===== config.mk =====
export PLATFORM = sky130hd
export DESIGN_NAME = led_animation_sequencer
export DESIGN_NICKNAME = d
export VERILOG_FILES = /design/src/ledseq_pkg.sv /design/src/led_animation_sequencer.sv
export VERILOG_INCLUDE_DIRS = /design/src /design/src/src
export SDC_FILE = /design/constraint.sdc
export NUM_CORES = 1
export LEC_CHECK = 0
export BUFFER_PORTS_ARGS = -buffer_cell sky130_fd_sc_hd__buf_2
export CAP_MARGIN = 20
export CORE_MARGIN = 3
export CORE_UTILIZATION = 50
export CTS_CLUSTER_DIAMETER = 120
export DETAILED_ROUTE_END_ITERATION = 8
export PLACE_DENSITY_LB_ADDON = 0.2
export RECOVER_POWER = 100
export SLEW_MARGIN = 20
export SYNTH_ARGS = -nofsm -noshare
export SYNTH_HDL_FRONTEND = slang
export SYNTH_SLANG_ARGS = --single-unit

===== constraint.sdc =====
create_clock -name clk -period 7.1 [get_ports clk]
set_clock_uncertainty 0.15 [all_clocks]
set_input_delay 0.71 -clock clk [delete_from_list [all_inputs] [get_ports clk]]
set_output_delay 0.71 -clock clk [all_outputs]
set_load 0.1 [all_outputs]

===== src/assert_macros.svh =====
// Concurrent assertion helper macros for the LED animation sequencer
`ifndef ASSERT_MACROS_SVH
`define ASSERT_MACROS_SVH

// Implication or plain property, checked on clk outside reset
`define ASSERT_CLK(name, prop, msg) \
  name: assert property (@(posedge clk) disable iff (!rst_n) prop) else $error(msg);

// Condition that must never be seen outside reset
`define ASSERT_NEVER(name, cond, msg) \
  name: assert property (@(posedge clk) disable iff (!rst_n) !(cond)) else $error(msg);

`endif


===== src/ledseq_pkg.sv =====
// Types, constants and LED mask helpers for the LED animation sequencer
`default_nettype none

package ledseq_pkg;

  localparam int unsigned NUM_LEDS = 23;

  typedef logic [NUM_LEDS-1:0] led_vec_t;
  typedef logic [3:0]          mode_t;

  typedef struct packed {
    logic  kind;
    mode_t new_mode;
  } in_item_t;

  typedef struct packed {
    led_vec_t led_pattern;
    mode_t    current_mode;
  } out_item_t;

  localparam logic KIND_TICK = 1'b0;
  localparam logic KIND_SET  = 1'b1;

  localparam mode_t MODE_TWOSIDE = 4'd0;
  localparam mode_t MODE_SCAN    = 4'd1;
  localparam mode_t MODE_LOADING = 4'd2;
  localparam mode_t MODE_SNAKE   = 4'd3;
  localparam mode_t MODE_BLINK   = 4'd4;
  localparam mode_t MODE_BATTERY = 4'd5;
  localparam mode_t MODE_FULL_ON = 4'd6;
  localparam mode_t MODE_OFF     = 4'd7;
  localparam mode_t MODE_RUNNING = 4'd8;

  localparam logic CFG_BATTERY_LEVEL = 1'b0;
  localparam logic CFG_RETURN_MODE   = 1'b1;

  localparam led_vec_t ALL_LEDS = '1;

  localparam logic [4:0]  FAST_TICKS     = 5'd20;
  localparam logic [5:0]  LOAD_TICKS     = 6'd50;
  localparam logic [7:0]  BLINK_TICKS    = 8'd200;
  localparam logic [9:0]  BATTERY_TICKS  = 10'd1000;
  localparam logic [11:0] RUN_ON_TICKS   = 12'd30;
  localparam logic [11:0] RUN_OFF_TICKS  = 12'd3000;
  localparam logic [6:0]  TWOSIDE_STEPS  = 7'd74;
  localparam logic [6:0]  SNAKE_STEPS    = 7'd81;
  localparam logic [3:0]  TWOSIDE_TOP    = 4'd13;
  localparam logic [4:0]  TWOSIDE_MIRROR = 5'd24;
  localparam logic [4:0]  SCAN_WRAP      = 5'd18;
  localparam logic [4:0]  LOAD_EMPTY     = 5'd24;
  localparam logic [4:0]  LOAD_START     = 5'd23;
  localparam logic [4:0]  SNAKE_TOP      = 5'd27;
  localparam logic [4:0]  LED_COUNT      = 5'd23;
  localparam logic [4:0]  RUN_LO         = 5'd10;
  localparam logic [4:0]  RUN_HI         = 5'd14;

  // single LED n, 1..23; anything else lights nothing
  function automatic led_vec_t led_mask(input logic [4:0] n);
    led_vec_t m;
    m = '0;
    for (int i = 0; i < NUM_LEDS; i++) begin
      m[i] = (n == 5'(i + 1));
    end
    return m;
  endfunction

  // LEDs lo..hi inclusive
  function automatic led_vec_t led_range(input logic [4:0] lo, input logic [4:0] hi);
    led_vec_t m;
    m = '0;
    for (int i = 0; i < NUM_LEDS; i++) begin
      m[i] = (5'(i + 1) >= lo) && (5'(i + 1) <= hi);
    end
    return m;
  endfunction

endpackage

`default_nettype wire


===== src/led_animation_sequencer.sv =====
// LED animation sequencer: nine modes over 23 latched LEDs, one result per transfer
//
//   channel | direction | handshake        | payload
//   in_     | input     | in_valid/in_stall   | in_item_t  (kind, new_mode)
//   out_    | output    | out_valid/out_stall | out_item_t (led_pattern, current_mode)
//   cfg_    | input     | cfg_we              | cfg_index, cfg_wdata
//
// One transfer per cycle sustained while the output is not stalled; an accepted input is held
// in the input register, then all mode state and the output register update together on advance.
// rst_n is synchronous: clears the pipeline valids, mode state and LEDs.
// A held result stalls the input register, which in turn raises in_stall.
`default_nettype none

module led_animation_sequencer
  import ledseq_pkg::*;
(
  input  wire logic      clk,
  input  wire logic      rst_n,
  input  wire logic      in_valid,
  output logic           in_stall,
  input  wire in_item_t  in_item,
  output logic           out_valid,
  input  wire logic      out_stall,
  output out_item_t      out_item,
  input  wire logic      cfg_we,
  input  wire logic      cfg_index,
  input  wire logic [4:0] cfg_wdata
);

  `include "assert_macros.svh"

  logic       s1_valid_r;
  in_item_t   s1_item_r;
  logic       out_valid_r;
  out_item_t  out_item_r;
  logic       adv;
  logic       in_take;

  logic [4:0] battery_level_r;
  mode_t      return_mode_r;

  led_vec_t   led_r, led_nxt;
  mode_t      mode_r, mode_nxt;
  logic [4:0] ts_div_r, ts_div_nxt;
  logic [6:0] ts_steps_r, ts_steps_nxt;
  logic [3:0] ts_pos_r, ts_pos_nxt;
  logic       ts_up_r, ts_up_nxt;
  logic [4:0] scan_div_r, scan_div_nxt;
  logic [4:0] scan_pos_r, scan_pos_nxt;
  logic [5:0] load_div_r, load_div_nxt;
  logic [4:0] load_pos_r, load_pos_nxt;
  logic [4:0] snake_div_r, snake_div_nxt;
  logic [6:0] snake_steps_r, snake_steps_nxt;
  logic [4:0] snake_head_r, snake_head_nxt;
  logic [7:0] blink_div_r, blink_div_nxt;
  logic       blink_phase_r, blink_phase_nxt;
  logic [9:0] batt_cnt_r, batt_cnt_nxt;
  logic [11:0] run_cnt_r, run_cnt_nxt;
  logic       run_phase_r, run_phase_nxt;

  // two-side bounce worked out in two steps, as up then down in the same step
  logic [3:0] ts_p1, ts_p2;
  logic       ts_u1, ts_u2;
  logic [4:0] batt_lvl;
  logic [4:0] snake_m1;
  logic [4:0] load_m1;
  logic [4:0] scan_p1;
  led_vec_t   snake_bits;

  assign adv      = s1_valid_r && (!out_valid_r || !out_stall);
  assign in_stall = s1_valid_r && !adv;
  assign in_take  = in_valid && !in_stall;
  assign out_valid = out_valid_r;
  assign out_item  = out_item_r;

  always_ff @(posedge clk) begin
    if (!rst_n) begin
      s1_valid_r  <= 1'b0;
      out_valid_r <= 1'b0;
    end else begin
      if (in_take) begin
        s1_valid_r <= 1'b1;
      end else if (adv) begin
        s1_valid_r <= 1'b0;
      end
      if (adv) begin
        out_valid_r <= 1'b1;
      end else if (!out_stall) begin
        out_valid_r <= 1'b0;
      end
    end
  end

  always_ff @(posedge clk) begin
    if (in_take) begin
      s1_item_r <= in_item;
    end
    if (adv) begin
      out_item_r.led_pattern  <= led_nxt;
      out_item_r.current_mode <= mode_nxt;
    end
  end

  always_ff @(posedge clk) begin
    if (!rst_n) begin
      battery_level_r <= '0;
      return_mode_r   <= MODE_TWOSIDE;
    end else if (cfg_we) begin
      case (cfg_index)
        CFG_BATTERY_LEVEL: battery_level_r <= cfg_wdata;
        CFG_RETURN_MODE:   return_mode_r   <= cfg_wdata[3:0];
        default: ;
      endcase
    end
  end

  always_comb begin
    ts_p1 = ts_up_r ? ts_pos_r + 4'd1 : ts_pos_r;
    ts_u1 = ts_up_r && (ts_p1 != TWOSIDE_TOP);
    ts_p2 = ts_u1 ? ts_p1 : ts_p1 - 4'd1;
    ts_u2 = ts_u1 || (ts_p2 == 4'd0);
    batt_lvl = (battery_level_r > LED_COUNT) ? LED_COUNT : battery_level_r;
    snake_m1 = snake_head_r - 5'd1;
    load_m1  = load_pos_r - 5'd1;
    scan_p1  = scan_pos_r + 5'd1;
    snake_bits = '0;
    for (int i = 0; i < 5; i++) begin
      if (snake_head_r >= 5'(i)) begin
        snake_bits = snake_bits | led_mask(snake_head_r - 5'(i));
      end
    end
  end

  always_comb begin
    led_nxt         = led_r;
    mode_nxt        = mode_r;
    ts_div_nxt      = ts_div_r;
    ts_steps_nxt    = ts_steps_r;
    ts_pos_nxt      = ts_pos_r;
    ts_up_nxt       = ts_up_r;
    scan_div_nxt    = scan_div_r;
    scan_pos_nxt    = scan_pos_r;
    load_div_nxt    = load_div_r;
    load_pos_nxt    = load_pos_r;
    snake_div_nxt   = snake_div_r;
    snake_steps_nxt = snake_steps_r;
    snake_head_nxt  = snake_head_r;
    blink_div_nxt   = blink_div_r;
    blink_phase_nxt = blink_phase_r;
    batt_cnt_nxt    = batt_cnt_r;
    run_cnt_nxt     = run_cnt_r;
    run_phase_nxt   = run_phase_r;
    if (s1_item_r.kind == KIND_SET) begin
      mode_nxt = s1_item_r.new_mode;
    end else begin
      case (mode_r)
        MODE_TWOSIDE: begin
          ts_div_nxt = ts_div_r + 5'd1;
          if (ts_div_nxt >= FAST_TICKS) begin
            ts_div_nxt   = '0;
            ts_pos_nxt   = ts_p2;
            ts_up_nxt    = ts_u2;
            led_nxt      = led_mask({1'b0, ts_p2}) | led_mask(TWOSIDE_MIRROR - {1'b0, ts_p2});
            ts_steps_nxt = ts_steps_r + 7'd1;
            if (ts_steps_nxt >= TWOSIDE_STEPS) begin
              ts_steps_nxt = '0;
              mode_nxt     = MODE_LOADING;
            end
          end
        end
        MODE_SCAN: begin
          scan_div_nxt = scan_div_r + 5'd1;
          if (scan_div_nxt >= FAST_TICKS) begin
            scan_div_nxt = '0;
            led_nxt      = led_mask(scan_pos_r);
            scan_pos_nxt = (scan_p1 == SCAN_WRAP) ? 5'd1 : scan_p1;
          end
        end
        MODE_LOADING: begin
          load_div_nxt = load_div_r + 6'd1;
          if (load_div_nxt >= LOAD_TICKS) begin
            load_div_nxt = '0;
            led_nxt      = led_range(load_pos_r, LED_COUNT);
            load_pos_nxt = (load_m1 == 5'd0) ? LOAD_EMPTY : load_m1;
          end
        end
        MODE_SNAKE: begin
          snake_div_nxt = snake_div_r + 5'd1;
          if (snake_div_nxt >= FAST_TICKS) begin
            snake_div_nxt   = '0;
            led_nxt         = snake_bits;
            snake_head_nxt  = (snake_m1 == 5'd0) ? SNAKE_TOP : snake_m1;
            snake_steps_nxt = snake_steps_r + 7'd1;
            if (snake_steps_nxt >= SNAKE_STEPS) begin
              snake_steps_nxt = '0;
              led_nxt         = '0;
              mode_nxt        = MODE_RUNNING;
            end
          end
        end
        MODE_BLINK: begin
          blink_div_nxt = blink_div_r + 8'd1;
          if (blink_div_nxt >= BLINK_TICKS) begin
            blink_div_nxt   = '0;
            led_nxt         = blink_phase_r ? ALL_LEDS : '0;
            blink_phase_nxt = !blink_phase_r;
          end
        end
        MODE_BATTERY: begin
          led_nxt      = led_r | led_range(5'd1, batt_lvl);
          batt_cnt_nxt = batt_cnt_r + 10'd1;
          if (batt_cnt_nxt >= BATTERY_TICKS) begin
            batt_cnt_nxt = '0;
            led_nxt      = '0;
            mode_nxt     = return_mode_r;
          end
        end
        MODE_FULL_ON: led_nxt = ALL_LEDS;
        MODE_OFF:     led_nxt = '0;
        MODE_RUNNING: begin
          run_cnt_nxt = run_cnt_r + 12'd1;
          if (run_phase_r) begin
            if (run_cnt_nxt >= RUN_ON_TICKS) begin
              led_nxt       = '0;
              run_phase_nxt = 1'b0;
              run_cnt_nxt   = '0;
            end
          end else if (run_cnt_nxt >= RUN_OFF_TICKS) begin
            run_cnt_nxt   = '0;
            led_nxt       = led_r | led_range(RUN_LO, RUN_HI);
            run_phase_nxt = 1'b1;
          end
        end
        default: ;
      endcase
    end
  end

  always_ff @(posedge clk) begin
    if (!rst_n) begin
      led_r         <= '0;
      mode_r        <= MODE_TWOSIDE;
      ts_div_r      <= '0;
      ts_steps_r    <= '0;
      ts_pos_r      <= '0;
      ts_up_r       <= 1'b1;
      scan_div_r    <= '0;
      scan_pos_r    <= 5'd1;
      load_div_r    <= '0;
      load_pos_r    <= LOAD_START;
      snake_div_r   <= '0;
      snake_steps_r <= '0;
      snake_head_r  <= SNAKE_TOP;
      blink_div_r   <= '0;
      blink_phase_r <= 1'b1;
      batt_cnt_r    <= '0;
      run_cnt_r     <= '0;
      run_phase_r   <= 1'b1;
    end else if (adv) begin
      led_r         <= led_nxt;
      mode_r        <= mode_nxt;
      ts_div_r      <= ts_div_nxt;
      ts_steps_r    <= ts_steps_nxt;
      ts_pos_r      <= ts_pos_nxt;
      ts_up_r       <= ts_up_nxt;
      scan_div_r    <= scan_div_nxt;
      scan_pos_r    <= scan_pos_nxt;
      load_div_r    <= load_div_nxt;
      load_pos_r    <= load_pos_nxt;
      snake_div_r   <= snake_div_nxt;
      snake_steps_r <= snake_steps_nxt;
      snake_head_r  <= snake_head_nxt;
      blink_div_r   <= blink_div_nxt;
      blink_phase_r <= blink_phase_nxt;
      batt_cnt_r    <= batt_cnt_nxt;
      run_cnt_r     <= run_cnt_nxt;
      run_phase_r   <= run_phase_nxt;
    end
  end

  `ASSERT_CLK(a_adv_gives_result, adv |=> out_valid_r, "transfer advanced but no result held")
  `ASSERT_CLK(a_result_matches_state, adv |=> out_item_r == {led_r, mode_r}, "stale result")
  `ASSERT_CLK(a_state_holds_idle, !adv |=> $stable({mode_r, led_r}), "state moved when idle")
  `ASSERT_NEVER(a_twoside_range, ts_pos_r > TWOSIDE_TOP, "two-side position out of range")

endmodule

`default_nettype wire


# Yosys cells after proc, flatten, opt, wreduce, memory -nomap -nowiden

Index checks and enable logic that the tools add are counted.

Bits in registers: 157
Bits of input ports: 16
Output and inout bits: 29
Word-level logic and storage cells: 380

$add $sub $neg: 18
Order comparisons: 62
Equality and inequality tests: 187
Multiplexer cells: 49
Bitwise operators: 8
Reduce and logical (&&, ||, !) cells: 30

Operator list:

| cell                  | count |
|---|---|
| $mux W23              | 16 |
| $eq A5 B5 Y1 const B  | 57 |
| $eq A5 B4 Y1 const B  | 56 |
| $pmux W23 S9          | 1 |
| $eq A5 B3 Y1 const B  | 28 |
| $or A23 B23 Y23       | 5 |
| $eq A5 B2 Y1 const B  | 14 |
| $ge A4 B5 Y1 const A  | 8 |
| $ge A5 B5 Y1 const A  | 8 |
| $le A4 B5 Y1 const A  | 8 |
| $le A5 B5 Y1 const A  | 8 |
| $eq A4 B4 Y1 const B  | 9 |
| $mux W12              | 3 |
| $eq A5 B1 Y1 const B  | 7 |
| $mux W5               | 7 |
| $eq A4 B3 Y1 const B  | 8 |
| $mux W4               | 8 |
| $or A15 B23 Y23       | 1 |
| $reduce_and A3 Y1     | 7 |
| $add A5 B1 Y5 const B | 4 |
| $ge A3 B5 Y1 const A  | 4 |
| $le A3 B5 Y1 const A  | 4 |
| $reduce_and A4 Y1     | 5 |
| $eq A4 B2 Y1 const B  | 4 |
| 44 further kinds      | 74 |

# Longest topological paths before layout

Depth in word-level cells: 14
Mapped depth: 13
Gate-level depth less buffers: 11

# Least setup slack after synthesis

Ideal clock, no wire load.

Path type: register to register
Start point: register ts_up_r
End point: register out_item_r (netlist bit out_item[18]) (data pin)
Setup time: 0.256 ns
Arrival: 3.177 ns
Required time: 6.694 ns
Setup slack: 3.516 ns
Stages on the path, launching flop included: 12
Path buffers: 1
Clock period less this slack: 3.584 ns
Cells stage by stage: dfxtp_1 clkbuf_1 xor2_1 inv_1 ha_1 mux2_2 o21bai_1 a211oi_1 xor2_1 a31o_2 or4_1 a22o_1

Cells in the longest elaborated chain, start to end: 10
Elaborated cells between the ends (all ways): 12
Classes of those cells: add/sub (2); eq/ne (3); mux (5); bitwise (1); reduce/logical (1)

RTL lines:

| element                                                               | line                           | source |
|---|---|---|
| start: declaration                                                    | led_animation_sequencer.sv:47  | `logic ts_up_r, ts_up_nxt;` |
| start signal: assignment                                              | led_animation_sequencer.sv:265 | `ts_up_r <= ts_up_nxt;` |
| parallel branches: the longest is 3 deep, another holds $sub A4 B1 Y4 | -                              |  |
| $mux W4 *                                                             | led_animation_sequencer.sv:120 | `ts_p2 = ts_u1 ? ts_p1 : ts_p1 - 4'd1;` |
| $sub A5 B4 Y5                                                         | led_animation_sequencer.sv:163 | `led_nxt = led_mask({1'b0, ts_p2}) \| led_mask(TWOSIDE_MIRROR - {1'b0, ts_p2});` |
| $eq A5 B4 Y1                                                          | ledseq_pkg.sv:62               | `m[i] = (n == 5'(i + 1));` |
| $or A15 B23 Y23 *                                                     | led_animation_sequencer.sv:163 |  |
| $mux W23 *                                                            | led_animation_sequencer.sv:159 | `if (ts_div_nxt >= FAST_TICKS) begin` |
| $pmux W23 S9 *                                                        | led_animation_sequencer.sv:156 | `case (mode_r)` |
| $mux W23 *                                                            | led_animation_sequencer.sv:153 | `if (s1_item_r.kind == KIND_SET) begin` |
| via led_nxt[14]                                                       | led_animation_sequencer.sv:42  | `led_vec_t led_r, led_nxt;` |
| end: declaration                                                      | led_animation_sequencer.sv:35  | `out_item_t out_item_r;` |

Mark *: on every way through the listed nets, which the timed path passes.
A chain may end at the register's enable or synchronous reset.

# Final worst setup path

Start point: input out_stall
End point: register ts_steps_r[4]

Cells in the longest elaborated chain, start to end: 4

RTL lines:

| element                            | line                           | source |
|---|---|---|
| start: declaration                 | led_animation_sequencer.sv:23  | `input wire logic out_stall,` |
| $logic_not A1 Y1                   | -                              |  |
| $logic_or A1 B1 Y1                 | led_animation_sequencer.sv:70  | `assign adv = s1_valid_r && (!out_valid_r \|\| !out_stall);` |
| $logic_and A1 B1 Y1                | led_animation_sequencer.sv:70  |  |
| $reduce_and A4 Y1 (no source line) | -                              |  |
| end signal: assignment             | led_animation_sequencer.sv:263 | `ts_steps_r <= ts_steps_nxt;` |
| end: declaration                   | led_animation_sequencer.sv:45  | `logic [6:0] ts_steps_r, ts_steps_nxt;` |

Every way passes these cells.

==> impl_results.html <==
<table>
<tr><th>Metric</th><th>Value</th></tr>
<tr><th colspan="2">Run status</th></tr>
<tr><td>Run status</td><td>finished with violations</td></tr>
<tr><td>Failing checks</td><td>capacitance limit, slew limit</td></tr>
<tr><th colspan="2">Yosys</th></tr>
<tr><td>Synth Area in XOR/XNOR</td><td>2.88%</td></tr>
<tr><td>Synth async-reset ratio</td><td>0%</td></tr>
<tr><td>Portion of netlist area occupied by mux cells</td><td>2.77%</td></tr>
<tr><td>Proportion of synthesized chip area in sequential cells</td><td>approximately 28%</td></tr>
<tr><td>Total standard cell area after synthesis</td><td>roughly 12000 sq um</td></tr>
<tr><td>Number of distinct library cells after synthesis</td><td>93</td></tr>
<tr><td>Cells after synthesis</td><td>roughly 1600</td></tr>
<tr><td>Synthesized-area fraction occupied by and/or/nand/nor cells</td><td>about 29%</td></tr>
<tr><td>Synthesized-area fraction occupied by ao, oa, aoi and oai cells</td><td>27.8%</td></tr>
<tr><td>Fraction of the mapped netlist area in adder cells</td><td>4.11%</td></tr>
<tr><td>Count of flip-flops with a built-in enable after synthesis</td><td>32</td></tr>
<tr><td>Syn nets</td><td>1672</td></tr>
<tr><td>Main synth FF type</td><td>sky130_fd_sc_hd__dfxtp_1</td></tr>
<tr><td>Synth Area per Inst</td><td>7.54 sq um</td></tr>
<tr><td>Warning count from the yosys run</td><td>0</td></tr>
<tr><td>Combinational family with the most area after synthesis</td><td>simple AND/OR/NAND/NOR gates</td></tr>
<tr><td>Number of synthesized register bits</td><td>~160</td></tr>
<tr><th colspan="2">Timing</th></tr>
<tr><td>Worst slew slack as a fraction of its limit</td><td>-52.8%</td></tr>
<tr><td>Final setup vio count</td><td>0</td></tr>
<tr><td>Number of failing hold endpoints at the final stage</td><td>0</td></tr>
<tr><td>Unrepaired setup endpoints after global routing</td><td>no</td></tr>
<tr><td>Crit path time final</td><td>5.49 ns</td></tr>
<tr><td>Worst-margin pin slew</td><td>~2.3 ns</td></tr>
<tr><td>Post-route fraction of the period consumed by the critical path</td><td>77.3%</td></tr>
<tr><td>Number of max-slew violations in the final report</td><td>51</td></tr>
<tr><td>TNS Setup</td><td>0 ns</td></tr>
<tr><td>Fmax</td><td>about 180 MHz</td></tr>
<tr><th colspan="2">Detailed routing</th></tr>
<tr><td>Post-detailed-route count of antenna-violating nets</td><td>0</td></tr>
<tr><td>DRT Wirelength</td><td>40.3 mm</td></tr>
<tr><td>Average wire per cell in the routed design</td><td>approximately 21 um</td></tr>
<tr><td>First-pass DRT Iterations</td><td>7</td></tr>
<tr><td>Via-to-Cell Ratio</td><td>6.58</td></tr>
<tr><td>Vias after detailed routing</td><td>12600</td></tr>
<tr><td>Total DRC errors in the routed layout</td><td>0</td></tr>
<tr><td>First-iteration detailed-routing DRC count</td><td>~1500</td></tr>
<tr><th colspan="2">GRT</th></tr>
<tr><td>Met1 global-route usage</td><td>40.6%</td></tr>
<tr><td>Most congested layer reported by global routing</td><td>met2</td></tr>
<tr><td>Pin count of the biggest net entering global routing</td><td>51</td></tr>
<tr><td>Initial antenna violation count</td><td>1</td></tr>
<tr><td>Via count of the first global-routing pass</td><td>11500</td></tr>
<tr><td>Grt ovf</td><td>0</td></tr>
<tr><td>GR Layer Usage met3</td><td>6.71%</td></tr>
<tr><td>Overall Global Routing Usage</td><td>between 30% and 40%</td></tr>
<tr><td>Met2 track demand over resource in global routing</td><td>46.8%</td></tr>
<tr><td>Global-route wire length before repair</td><td>63.3 mm</td></tr>
<tr><th colspan="2">Layout</th></tr>
<tr><td>Antenna diode count</td><td>0</td></tr>
<tr><td>Area growth from synthesis to final layout</td><td>6.98%</td></tr>
<tr><td>Share of post-route cells with drive strength above 1</td><td>5.75%</td></tr>
<tr><td>Fillers</td><td>2333</td></tr>
<tr><td>Net count reported at finish</td><td>1644</td></tr>
<tr><th colspan="2">Clocking</th></tr>
<tr><td>Cell at the root of the clock tree</td><td>sky130_fd_sc_hd__clkbuf_16</td></tr>
<tr><td>Cts-stage hold buffer count</td><td>0</td></tr>
<tr><td>Depth of the CTS H-tree</td><td>4</td></tr>
<tr><td>Buffers from clock root to sink, at most</td><td>2</td></tr>
<tr><td>Clock transition at the registers of the reported paths</td><td>0.07 ns</td></tr>
<tr><td>Clock buffer count from CTS</td><td>17</td></tr>
<tr><td>Number of cells upsized or downsized after cts</td><td>0</td></tr>
<tr><td>CTS tree</td><td>built</td></tr>
<tr><td>Clock net sink count</td><td>157</td></tr>
<tr><td>Clk Latency, worst-skew pair</td><td>between 0.4 and 0.5 ns</td></tr>
<tr><td>Post-CTS repair timing setup buffer count</td><td>0</td></tr>
<tr><th colspan="2">Power and ir drop</th></tr>
<tr><td>Total power after layout</td><td>2.08 mW</td></tr>
<tr><td>IR drop worst, VDD</td><td>152 uV</td></tr>
<tr><td>Areal power density over the cells</td><td>160 nW/um^2</td></tr>
<tr><td>Leakage power</td><td>4.41 nW</td></tr>
<tr><th colspan="2">Setup path</th></tr>
<tr><td>Maximum fanout count along the critical path</td><td>38</td></tr>
<tr><td>Most repeated library cell on the critical path</td><td>sky130_fd_sc_hd__clkbuf_1</td></tr>
<tr><td>Largest stage delay, worst path</td><td>around 1.6 ns</td></tr>
<tr><td>Start-to-end type of the worst setup path</td><td>in2reg</td></tr>
<tr><td>Family with the most delay on the worst path</td><td>buffers and inverters</td></tr>
<tr><td>Critical Path Start Type</td><td>input pin</td></tr>
<tr><td>Standard cell with the maximum stage delay on the critical path</td><td>sky130_fd_sc_hd__clkbuf_1</td></tr>
<tr><td>Sum of buffers and inverters on the critical path</td><td>4</td></tr>
<tr><td>Arrival time at the worst endpoint</td><td>5.71 ns</td></tr>
<tr><td>Data required time of the worst path</td><td>7.32 ns</td></tr>
<tr><td>Kind of end point of the critical path</td><td>flop</td></tr>
<tr><td>Critical-path cell list</td><td>clkbuf_1, a21bo_1, inv_1, clkbuf_1, nand2_1, nor2_1, o21ai_0, clkbuf_1, or4b_2, a21boi_0</td></tr>
<tr><th colspan="2">Hold path</th></tr>
<tr><td>Hold crit path type</td><td>in2reg</td></tr>
<tr><th colspan="2">Placement</th></tr>
<tr><td>Placer congestion estimate</td><td>1.01</td></tr>
<tr><td>Half-perimeter wire length after detailed placement</td><td>29.2 mm</td></tr>
<tr><td>Count of input and output buffers</td><td>44</td></tr>
<tr><th colspan="2">Job</th></tr>
<tr><td>Number of max-cap violations</td><td>2</td></tr>
<tr><th colspan="2">Floorplan</th></tr>
<tr><td>Die footprint</td><td>approximately 26000 sq um</td></tr>
<tr><td>Area of the placeable core</td><td>23700 sq um</td></tr>
<tr><td>X dimension of the die</td><td>162 um</td></tr>
<tr><td>Floorplan die height</td><td>162 um</td></tr>
<tr><td>Site row count</td><td>56</td></tr>
<tr><td>Ports</td><td>45</td></tr>
<tr><td>Effective utilization at floorplan</td><td>51.4%</td></tr>
</table>
-- per-stage QoR --
stage | area (sq um) | cells | utilization (%) | setup slack, ns | hold WS (ns)
3_3_place_gp | 12500 | 1888 | 52.8 | 2.69 | 0.298
4_1_cts | 13100 | 1920 | 55.3 | 2.62 | 0.298
5_1_grt | 13000 | 1920 | 55.0 | 1.28 | 0.294
3_5_place_dp | 12500 | 1888 | 52.8 | 2.64 | 0.300
6_report | 13000 | 1920 | 55.0 | 1.61 | 0.299
2_1_floorplan | 12200 | 1616 | - | 3.52 | 0.286
-- worst register-to-register path, delay by kind of cell, from the launching register on --
kind	cells	cell delay, ns
flip-flops	1	0.34
AO/OA/AOI/OAI	3	0.78
AND/OR/NAND/NOR	3	1.98
buffers and inverters	3	2.17
-- cell families (layout without fill, tap and decap cells) --
| family | after synthesis | in the layout |
|---|---|---|
| fa+ha+maj | 40 | 40 |
| buf+inv | 148 | 133 |
| mux | 33 | 33 |
| xor+xnor | 40 | 40 |
| simple gates | 705 | 705 |
| flops | 157 | 157 |
| compound gates | 493 | 493 |
-- report_power, final --
group | leakage, nW | switching (mW) | internal (mW)
Sequential | 1.31 | 0.0234 | 0.927
Combinational | 2.80 | 0.154 | 0.0459
Clock | 0.290 | 0.456 | 0.473
Total | 4.41 | 0.633 | 1.45
-- registers in the layout, summed over array words and instances (netlist names), 4 cells and up --
| register | count |
|---|---|
| batt_cnt_r | 10 |
| battery_level_r | 5 |
| blink_div_r | 8 |
| led_r | 23 |
| load_div_r | 6 |
| load_pos_r | 5 |
| mode_r | 4 |
| out_item | 27 |
| return_mode_r | 4 |
| run_cnt_r | 12 |
| s1_item_r | 5 |
| scan_div_r | 5 |
| scan_pos_r | 5 |
| snake_div_r | 5 |
| snake_head_r | 5 |
| snake_steps_r | 7 |
| ts_div_r | 5 |
| ts_pos_r | 4 |
| ts_steps_r | 7 |
-- routing by layer --
layer	vias up	wire length (um)
met2	661	17900
met4	2	1630
met1	5915	17100
met3	118	3630
met5	-	13
li1	5946	-
-- synthesized netlist by cell type, types with 13 or more instances --
master / instances / share of area, %
sky130_fd_sc_hd__nor2b_1: 36 / 1.8
sky130_fd_sc_hd__dfxtp_1: 125 / 21
sky130_fd_sc_hd__nor2_1: 141 / 4.3
sky130_fd_sc_hd__o22ai_1: 17 / 0.87
sky130_fd_sc_hd__or3_1: 17 / 0.87
sky130_fd_sc_hd__xnor2_1: 22 / 1.6
sky130_fd_sc_hd__a22o_1: 17 / 1.2
sky130_fd_sc_hd__nor3_1: 51 / 2.1
sky130_fd_sc_hd__and3_1: 25 / 1.3
sky130_fd_sc_hd__xor2_1: 18 / 1.3
sky130_fd_sc_hd__o211ai_1: 22 / 1.4
sky130_fd_sc_hd__a31oi_1: 27 / 1.4
sky130_fd_sc_hd__edfxtp_1: 32 / 7.9
sky130_fd_sc_hd__nand2b_1: 28 / 1.4
sky130_fd_sc_hd__mux2i_1: 27 / 2.2
sky130_fd_sc_hd__a21oi_1: 105 / 4.3
sky130_fd_sc_hd__inv_1: 39 / 1.2
sky130_fd_sc_hd__nand3_1: 76 / 3.1
sky130_fd_sc_hd__and2_1: 27 / 1.4
sky130_fd_sc_hd__nand2_1: 190 / 5.9
sky130_fd_sc_hd__o21a_1: 16 / 0.99
sky130_fd_sc_hd__nor3b_1: 13 / 0.80
sky130_fd_sc_hd__nand4_1: 22 / 1.1
sky130_fd_sc_hd__ha_1: 40 / 4.1
sky130_fd_sc_hd__o21ai_0: 102 / 4.2
sky130_fd_sc_hd__clkbuf_1: 88 / 2.7
sky130_fd_sc_hd__a21boi_0: 16 / 0.99
-- path summary, 6_finish.rpt --
| kind | slack (ns) | startpoint | endpoint | cells after the start |
|---|---|---|---|---|
| max | 1.61 | out_stall | ts_steps_r[4] | 10 |
| min | 0.30 | in_item[4] | s1_item_r[4] | 1 |
| min reg2reg | 0.31 | return_mode_r[0] | return_mode_r[0] | 2 |
| max reg2reg | 1.61 | s1_valid_r | ts_steps_r[4] | 9 |
-- cell type report --
type	count	area, sq um	share of cell area (%)
repair buffers	60	285	2.19
flip-flops and latches	157	3460	26.6
clock buffers	17	425	3.27
multi-input cells	1311	8130	62.4
well taps	319	399	3.06
clock inverters	15	171	1.32
inverters	41	154	1.18
-- placed cells by master, fill, tap and decap left out, types with 32 or more instances in the layout --
cell type / n
sky130_fd_sc_hd__nor3_1: 50
sky130_fd_sc_hd__o21ai_0: 105
sky130_fd_sc_hd__inv_1: 39
sky130_fd_sc_hd__edfxtp_1: 32
sky130_fd_sc_hd__ha_1: 40
sky130_fd_sc_hd__clkbuf_1: 36
sky130_fd_sc_hd__dfxtp_1: 125
sky130_fd_sc_hd__nand2_1: 190
sky130_fd_sc_hd__a21oi_1: 105
sky130_fd_sc_hd__nand3_1: 76
sky130_fd_sc_hd__nor2_1: 142
sky130_fd_sc_hd__nor2b_1: 36
(Power assumes the default switching activity.)
